==> src/rtl/core/chroma_bilinear_motion_comp_macros.svh <==
// Assertion macros shared by the chroma interpolator RTL.
`ifndef CHROMA_BILINEAR_MOTION_COMP_MACROS_SVH
`define CHROMA_BILINEAR_MOTION_COMP_MACROS_SVH
`ifndef SYNTHESIS
// Same-cycle implication check, disabled while reset is high.
`define CBMC_ASSERT_NOW(label, clk, rst, ante, cons) \
  label: assert property (@(posedge clk) disable iff (rst) (ante) |-> (cons)) \
    else $error("cbmc: same-cycle check failed");
// Next-cycle implication check, disabled while reset is high.
`define CBMC_ASSERT_NEXT(label, clk, rst, ante, cons) \
  label: assert property (@(posedge clk) disable iff (rst) (ante) |=> (cons)) \
    else $error("cbmc: next-cycle check failed");
`else
`define CBMC_ASSERT_NOW(label, clk, rst, ante, cons)
`define CBMC_ASSERT_NEXT(label, clk, rst, ante, cons)
`endif
`endif

==> src/rtl/core/cbmc_pkg.sv <==
// Shared types, register codes and weight helper for the chroma interpolator.
package cbmc_pkg;

  // Configuration register indexes.
  localparam logic [1:0] REG_FRAC_X       = 2'd0;
  localparam logic [1:0] REG_FRAC_Y       = 2'd1;
  localparam logic [1:0] REG_AVERAGE_MODE = 2'd2;
  localparam logic [1:0] REG_WIDTH_SELECT = 2'd3;

  // Reset value of the width select register (eight pixels).
  localparam logic [1:0] WIDTH_SELECT_RESET = 2'd2;

  // Rounding offset of the bilinear sum.
  localparam logic [15:0] ROUND_OFFSET = 16'd32;

  // Everything the filter needs about one accepted source pixel.
  typedef struct packed {
    logic       has_out;
    logic       last;
    logic       avg;
    logic [6:0] wa;
    logic [6:0] wb;
    logic [6:0] wc;
    logic [6:0] wd;
    logic [7:0] left;
    logic [7:0] src;
    logic [7:0] prior;
  } cbmc_issue_t;

  // Product of two factors in the range 0..8; the result is at most 64.
  function automatic logic [6:0] cbmc_weight(input logic [3:0] p, input logic [3:0] q);
    logic [6:0] r;
    r = {3'b000, p} * {3'b000, q};
    return r;
  endfunction

endpackage

==> src/rtl/core/cbmc_row_mem.sv <==
// Previous-row store: one write port, two registered read ports.
module cbmc_row_mem #(
  parameter int DEPTH = 9,
  parameter int AW    = 4
) (
  input  logic          clk,
  input  logic          we,
  input  logic [AW-1:0] waddr,
  input  logic [7:0]    wdata,
  input  logic          re,
  input  logic [AW-1:0] raddr0,
  input  logic [AW-1:0] raddr1,
  output logic [7:0]    rdata0,
  output logic [7:0]    rdata1
);

  logic [7:0] mem [DEPTH];

  // Write port.
  always_ff @(posedge clk) begin
    if (we) begin
      mem[waddr] <= wdata;
    end
  end

  // Read ports return the old contents when read and write meet.
  always_ff @(posedge clk) begin
    if (re) begin
      rdata0 <= mem[raddr0];
      rdata1 <= mem[raddr1];
    end
  end

endmodule

==> src/rtl/core/cbmc_filter.sv <==
// Bilinear weighting pipeline with optional averaging and output register.
`include "chroma_bilinear_motion_comp_macros.svh"
module cbmc_filter (
  input  logic                 clk,
  input  logic                 rst,
  input  logic                 in_valid,
  output logic                 in_ready,
  input  cbmc_pkg::cbmc_issue_t issue,
  input  logic [7:0]           tl,
  input  logic [7:0]           tr,
  output logic                 m_tvalid,
  input  logic                 m_tready,
  output logic [7:0]           m_tdata,
  output logic                 m_tlast
);
  import cbmc_pkg::*;

  cbmc_issue_t s1;
  logic        v1;
  logic        v2;
  logic [14:0] pa, pb, pc, pd;
  logic        avg2;
  logic        last2;
  logic [7:0]  prior2;
  logic        out_ready;
  logic        r2;
  logic [15:0] sum;
  logic [7:0]  interp;
  logic [8:0]  avg_sum;
  logic [7:0]  pix;

  // Each stage moves when it is empty or the next one moves.
  assign out_ready = !m_tvalid || m_tready;
  assign r2        = !v2 || out_ready;
  assign in_ready  = !v1 || r2;

  // Stage 1 holds the sideband aligned with the memory read data.
  always_ff @(posedge clk) begin
    if (rst) begin
      v1 <= 1'b0;
    end else if (in_ready) begin
      v1 <= in_valid && issue.has_out;
    end
  end

  always_ff @(posedge clk) begin
    if (in_ready) begin
      s1 <= issue;
    end
  end

  // Stage 2 registers the four weighted pixels.
  always_ff @(posedge clk) begin
    if (rst) begin
      v2 <= 1'b0;
    end else if (r2) begin
      v2 <= v1;
    end
  end

  always_ff @(posedge clk) begin
    if (r2) begin
      pa     <= 15'(s1.wa) * 15'(tl);
      pb     <= 15'(s1.wb) * 15'(tr);
      pc     <= 15'(s1.wc) * 15'(s1.left);
      pd     <= 15'(s1.wd) * 15'(s1.src);
      avg2   <= s1.avg;
      last2  <= s1.last;
      prior2 <= s1.prior;
    end
  end

  // Sum, round and scale down; the weights add to 64 so the result fits a byte.
  always_comb begin
    sum     = 16'(pa) + 16'(pb) + 16'(pc) + 16'(pd) + ROUND_OFFSET;
    interp  = sum[13:6];
    avg_sum = {1'b0, prior2} + {1'b0, interp} + 9'd1;
    pix     = avg2 ? avg_sum[8:1] : interp;
  end

  // Output register.
  always_ff @(posedge clk) begin
    if (rst) begin
      m_tvalid <= 1'b0;
    end else if (out_ready) begin
      m_tvalid <= v2;
    end
  end

  always_ff @(posedge clk) begin
    if (out_ready) begin
      m_tdata <= pix;
      m_tlast <= last2;
    end
  end

  `CBMC_ASSERT_NOW(a_stall_only_when_full, clk, rst, !in_ready, v1 && v2 && m_tvalid)
  `CBMC_ASSERT_NEXT(a_stage1_moves, clk, rst, v1 && r2, v2)
  `CBMC_ASSERT_NEXT(a_stage2_moves, clk, rst, v2 && out_ready, m_tvalid)

endmodule

==> src/rtl/core/chroma_bilinear_motion_comp.sv <==
// Eighth-sample bilinear chroma interpolator: row tracking and top level.
// A result passes the row store read, the weighted product and the output registers in turn.
// Throughput: one source pixel per cycle while s_tready is high; both upper neighbors read at once.
// The row-end write of the last column uses the store's single write port in the following cycle.
// Reset (rst, synchronous, active high) clears pipeline valids, column count, left pixel, fraction
// and average registers, resets width select, sets the first-row flag; row store is not cleared.
`include "chroma_bilinear_motion_comp_macros.svh"
module chroma_bilinear_motion_comp #(
  parameter int MAX_WIDTH = 8
) (
  input  logic        clk,
  input  logic        rst,
  input  logic        s_tvalid,
  output logic        s_tready,
  input  logic [15:0] s_tdata,    // [7:0] src_pixel, [15:8] prior_pixel
  input  logic        s_tlast,    // last_in_block
  output logic        m_tvalid,
  input  logic        m_tready,
  output logic [7:0]  m_tdata,    // [7:0] out_pixel
  output logic        m_tlast,    // last_out
  input  logic        cfg_wr_en,
  input  logic [1:0]  cfg_index,
  input  logic [2:0]  cfg_data
);
  import cbmc_pkg::*;

  localparam int DEPTH = MAX_WIDTH + 1;
  localparam int AW    = $clog2(DEPTH);

  logic [2:0]    frac_x;
  logic [2:0]    frac_y;
  logic          average_mode;
  logic [1:0]    width_select;

  logic [AW-1:0] col_count;
  logic          first_row;
  logic [7:0]    left_pixel;
  logic          pend_valid;
  logic [AW-1:0] pend_addr;
  logic [7:0]    pend_data;

  logic [4:0]    w_raw;
  logic [AW-1:0] blk_width;
  logic [AW-1:0] col_eff;
  logic [AW-1:0] addr_prev;
  logic          fire;
  logic          has_col;
  logic          row_end;
  logic [3:0]    nx, ny;
  logic          mem_we;
  logic [AW-1:0] mem_waddr;
  logic [7:0]    mem_wdata;
  logic [7:0]    tl, tr;
  cbmc_issue_t   issue;

  // Configuration registers.
  always_ff @(posedge clk) begin
    if (rst) begin
      frac_x       <= 3'd0;
      frac_y       <= 3'd0;
      average_mode <= 1'b0;
      width_select <= WIDTH_SELECT_RESET;
    end else if (cfg_wr_en) begin
      unique case (cfg_index)
        REG_FRAC_X:       frac_x       <= cfg_data;
        REG_FRAC_Y:       frac_y       <= cfg_data;
        REG_AVERAGE_MODE: average_mode <= cfg_data[0];
        REG_WIDTH_SELECT: width_select <= cfg_data[1:0];
        default:          frac_x       <= frac_x;
      endcase
    end
  end

  // Block width, saturated to MAX_WIDTH, and the clamped column.
  always_comb begin
    w_raw     = 5'd2 << width_select;
    blk_width = (w_raw > 5'(MAX_WIDTH)) ? AW'(MAX_WIDTH) : AW'(w_raw);
    col_eff   = (col_count > blk_width) ? blk_width : col_count;
    addr_prev = col_eff - AW'(1);
    has_col   = col_eff != '0;
    row_end   = col_eff >= blk_width;
    fire      = s_tvalid && s_tready;
  end

  // Row store write port: the deferred last-column write goes first.
  always_comb begin
    mem_we    = pend_valid || (fire && has_col);
    mem_waddr = pend_valid ? pend_addr : addr_prev;
    mem_wdata = pend_valid ? pend_data : left_pixel;
  end

  // Weights and sideband for the filter.
  always_comb begin
    nx             = 4'd8 - {1'b0, frac_x};
    ny             = 4'd8 - {1'b0, frac_y};
    issue.has_out  = has_col && !first_row;
    issue.last     = s_tlast;
    issue.avg      = average_mode;
    issue.wa       = cbmc_weight(nx, ny);
    issue.wb       = cbmc_weight({1'b0, frac_x}, ny);
    issue.wc       = cbmc_weight(nx, {1'b0, frac_y});
    issue.wd       = cbmc_weight({1'b0, frac_x}, {1'b0, frac_y});
    issue.left     = left_pixel;
    issue.src      = s_tdata[7:0];
    issue.prior    = s_tdata[15:8];
  end

  // Column tracking, left pixel and the deferred row-end write.
  always_ff @(posedge clk) begin
    if (rst) begin
      col_count  <= '0;
      first_row  <= 1'b1;
      left_pixel <= 8'd0;
      pend_valid <= 1'b0;
    end else begin
      pend_valid <= fire && row_end;
      if (fire) begin
        left_pixel <= s_tdata[7:0];
        if (s_tlast) begin
          col_count <= '0;
          first_row <= 1'b1;
        end else if (row_end) begin
          col_count <= '0;
          first_row <= 1'b0;
        end else begin
          col_count <= col_eff + AW'(1);
        end
      end
    end
  end

  always_ff @(posedge clk) begin
    if (fire && row_end) begin
      pend_addr <= col_eff;
      pend_data <= s_tdata[7:0];
    end
  end

  cbmc_row_mem #(
    .DEPTH (DEPTH),
    .AW    (AW)
  ) u_row_mem (
    .clk    (clk),
    .we     (mem_we),
    .waddr  (mem_waddr),
    .wdata  (mem_wdata),
    .re     (fire),
    .raddr0 (addr_prev),
    .raddr1 (col_eff),
    .rdata0 (tl),
    .rdata1 (tr)
  );

  cbmc_filter u_filter (
    .clk      (clk),
    .rst      (rst),
    .in_valid (fire),
    .in_ready (s_tready),
    .issue    (issue),
    .tl       (tl),
    .tr       (tr),
    .m_tvalid (m_tvalid),
    .m_tready (m_tready),
    .m_tdata  (m_tdata),
    .m_tlast  (m_tlast)
  );

  `CBMC_ASSERT_NEXT(a_pend_one_cycle, clk, rst, pend_valid, !pend_valid)
  `CBMC_ASSERT_NOW(a_no_write_clash, clk, rst, pend_valid && fire, !has_col)
  `CBMC_ASSERT_NOW(a_col_bound, clk, rst, 1'b1, col_count <= AW'(MAX_WIDTH))
  `CBMC_ASSERT_NEXT(a_last_restart, clk, rst, fire && s_tlast, col_count == '0 && first_row)

endmodule
==> config.mk <==
export PLATFORM = sky130hd
export DESIGN_NAME = chroma_bilinear_motion_comp
export DESIGN_NICKNAME = d
export VERILOG_FILES = /design/src/rtl/core/cbmc_pkg.sv /design/src/rtl/core/cbmc_row_mem.sv /design/src/rtl/core/cbmc_filter.sv /design/src/rtl/core/chroma_bilinear_motion_comp.sv
export VERILOG_INCLUDE_DIRS = /design/src /design/src/rtl/core
export SDC_FILE = /design/constraint.sdc
export NUM_CORES = 1
export LEC_CHECK = 0
export BUFFER_PORTS_ARGS = -buffer_cell sky130_fd_sc_hd__buf_4
export CORE_MARGIN = 2
export CORE_UTILIZATION = 50
export CTS_CLUSTER_SIZE = 10
export DETAILED_ROUTE_END_ITERATION = 10
export GPL_ROUTABILITY_DRIVEN = 0
export GPL_TIMING_DRIVEN = 0
export HOLD_SLACK_MARGIN = 0.1
export PLACE_DENSITY = 0.68
export SLEW_MARGIN = 20
export SYNTH_ARGS = -nofsm -noshare
export SYNTH_HDL_FRONTEND = slang
export SYNTH_SLANG_ARGS = --single-unit
==> constraint.sdc <==
create_clock -name clk -period 4.25 [get_ports clk]
set_input_delay 0 -clock clk [delete_from_list [all_inputs] [get_ports clk]]
set_output_delay 0 -clock clk [all_outputs]
set_load 0.05 [all_outputs]
==> results by group <==
Synth
  • EDFF count, synth: 225
  • Most used DFF post-synth: edfxtp_1
  • Synth Area in Compound Gates: 6.09%
  • Cell taking the most area after synthesis: edfxtp_1
  • XOR/XNOR Fraction of Synth Area: 4.12%
  • Synth Area in Simple Gates: 12.0%
  • Post-synth net total: 1990
  • Gate Count Post-Synth: 1634
  • Asr flop ratio synth: 0%
  • Syn Area/Cell: 11.2 um^2
  • Synthesis Warnings: 0
  • Ranking of synthesized cells by area: edfxtp_1 37%, fa_1 16%, ha_1 12%
  • Adder-Cell Fraction of Synth Area: 28.5%
  • Register area share after synthesis: 39.7%
  • Yosys reg bits: 251
  • Top-count cell post-synth: nand2_1
  • Top cells by instance count after synthesis: 259 x nand2_1, 231 x inv_1, 225 x edfxtp_1, 182 x ha_1, 147 x fa_1
  • Synth top area share: 36.9%
  • Post-synth cell types: 56
  • Post-synthesis mux area share: 3.93%
  • Largest family of logic cells by synthesized area: adder cells
  • Mapped cell area: 18300 um^2

Pwr
  • VDD IR max: 0.355 mV
  • Lkg Pwr: 10.2 nW
  • Total power per unit cell area: 365 nW/um^2

Setup path
  • CP max stage delay: 530 ps
  • CP startpoint kind: register
  • CP max FO: 5
  • Critical Path AT: 4990 ps
  • CP Data Required Time: 4580 ps
  • Critical R2R Launch: u_filter.pd[4]
  • Crit path from: u_filter.pd[4]
  • Worst Setup End Kind: register
  • Worst path cell trace: inv_2 -> fa_1 -> inv_1 -> fa_2 -> fa_1 -> ha_4 -> nand4_1 -> a31oi_2 -> o31a_1 -> o21ai_2 -> nand2b_1 -> xor2_2 -> ha_1 -> a21o_1 -> a21oi_1 -> nor2b_1 -> a211oi_2 -> xnor2_1 -> mux2_4
  • CP max stage cell: fa_1
  • Most common cell on crit path: fa_1
  • Critical path class: reg -> reg

STA
  • Slew Limit Fails: 0
  • Period utilisation layout: 110%
  • RSZ-0062 raised after global routing: yes
  • Final hold vios: 0
  • Worst-Margin Slew: 795 ps
  • Slew headroom: 46.8%
  • Max Clock Skew: 14.6 ps
  • Minimum clock period: 4660 ps
  • Setup TNS: -1440 ps
  • Max Fclk: 214 MHz
  • Setup violators final: 12
  • Hold_ws: 140 ps
  • Setup ws final: -412 ps

Route
  • DRT iter0 DRCs: 825
  • Vias after detailed routing: 12400
  • 1st-pass router iterations: 5
  • Post-route ant nets: 0
  • Post-route DRC: 0
  • Avg Vias per Cell: 5.37
  • Drt total wl: 42.9 mm
  • Drt wl/cell: 18.6 um

GRT
  • Initial antenna violation count: 1
  • First-pass GRT wire length: 68.3 mm
  • GRT overflow: 0
  • Vias in the first global route: 13000
  • GRT Total Usage: 22.9%
  • Largest net degree at the start of global routing: 46

Layout
  • Layout Utilization: 60.4%
  • Area Overhead vs Synth: 19.9%
  • Finished Cell Area: 22000 um^2
  • Share of post-route cells with drive strength above 1: 17.9%
  • Final nets: 2174
  • ANT cells: 0

Floorplan
  • Core Region: 36300 um^2
  • Top Ports: 38
  • Die ar.: 38200 um^2
  • Die W: 195 um
  • Initial core utilization: 50.4%
  • FP Rows: 70
  • Die height: 195 um

Clock tree
  • Clock latency on the worst-skew pair: 590 ps
  • CTS root buf: clkbuf_16
  • CTS tree: yes
  • Clock-pin transition on the worst setup and hold timing paths: 50 ps
  • # clock sinks: 251
  • H-tree levels: 1
  • Maximum buffer depth of the clock tree: 3
  • Num CTS Buffers: 31

Placement
  • # port buffers: 36
  • Cell Area, Placed: 19300 um^2
  • Detail Placement HPWL: 30.9 mm

Worst hold path
  • Worst min path class: in -> reg
  • Min-delay src: s_tdata[15]

Status
  • Outcome: finished with violations
  • Violated checks: setup timing

Run
  • MaxCap Viol Count: 0
-- what timing repair did --
action / in CTS / in global routing
gates resized for setup: 89 / 75
endpoints found under the setup margin: 116 / 113
hold buffers: 31 / 0
cloned: 0 / 0
buffers inserted: 47 / 42
endpoints found under the hold margin: 58 / 0
pin swaps: 31 / 64
-- per-stage QoR --
stage               total power [W]  std cells  setup WS (ps)
finish                      0.00801       2309           -412
global route                0.00841       2309           -654
CTS                         0.00775       2272           -369
detailed placement          0.00492       2140          -1470
global placement            0.00487       2138          -1470
floorplan                   0.00445       1634          -81.7
-- final timing paths --
check / to / slack (ps) / cells past startpoint
setup / recovery: u_filter.m_tdata[6] / -410 / 19
hold / removal: u_filter.s1[7] / 140 / 2
setup reg to reg: u_filter.m_tdata[6] / -410 / 19
hold reg to reg: u_filter.prior2[7] / 420 / 0
-- per-layer routing --
metal / GRT usage [%] / up-vias / share of wire (%)
met5: 0 / - / 0.021
met4: 8.71 / 2 / 3.9
met3: 3.13 / 116 / 5.4
met2: 41.2 / 377 / 51
met1: 28.1 / 6083 / 40
li1: - / 5826 / -
-- registers in the layout, summed over array words and instances (netlist names), 8 cells and up --
register / cells
left_pixel: 8
u_filter.s1: 50
u_row_mem.rdata1: 8
u_row_mem.mem: 72
u_row_mem.rdata0: 8
pend_data: 8
u_filter.prior2: 8
u_filter.pc: 14
u_filter.pb: 14
u_filter.pd: 14
u_filter.m_tdata: 8
u_filter.pa: 14
-- final cells by class --
class,count,area [um^2]
Sequential cell,251,7280
Tap cell,468,586
Clock inverter,9,133
Clock buffer,47,836
Multi-Input combinational cell,1117,10700
Inverter,232,878
Buffer,29,161
Timing Repair Buffer,156,1360
Fill cell,2827,14400
-- cell families after synthesis --
group	count (synthesis)
compound gates	179
xor+xnor	84
buf+inv	266
fa+ha+maj	329
flops	251
simple gates	477
mux	48
-- critical path, delay by kind of cell, from the launching register on --
kind,cells,cell delay [ps]
fa+ha+maj,5,1980
compound gates,6,1140
flops,1,340
xor+xnor,2,320
simple gates,3,280
mux,1,260
buf+inv,2,90
-- power breakdown --
group / leakage [nW] / total (W) / internal [W] / switching, W
clock network: 0.468 / 0.00256 / 0.00153 / 0.00103
logic: 7.12 / 0.00243 / 0.00114 / 0.00129
registers: 2.60 / 0.00302 / 0.00289 / 0.000125
-- layout by cell type, fill, tap and decap left out, drive strengths merged, types with 11 or more instances in the layout --
cell type	instances
buf	136
inv	231
fa	147
and2	102
edfxtp	225
a21oi	75
mux4	16
mux2	12
a31oi	11
clkbuf	65
ha	182
a21o	25
dlygate4sd3	31
nor2	58
nand2	259
and3	16
o21ai	27
mux2i	20
xor2	20
xnor2	64
dfxtp	26
No activity file was read; power rests on OpenSTA's default activity.
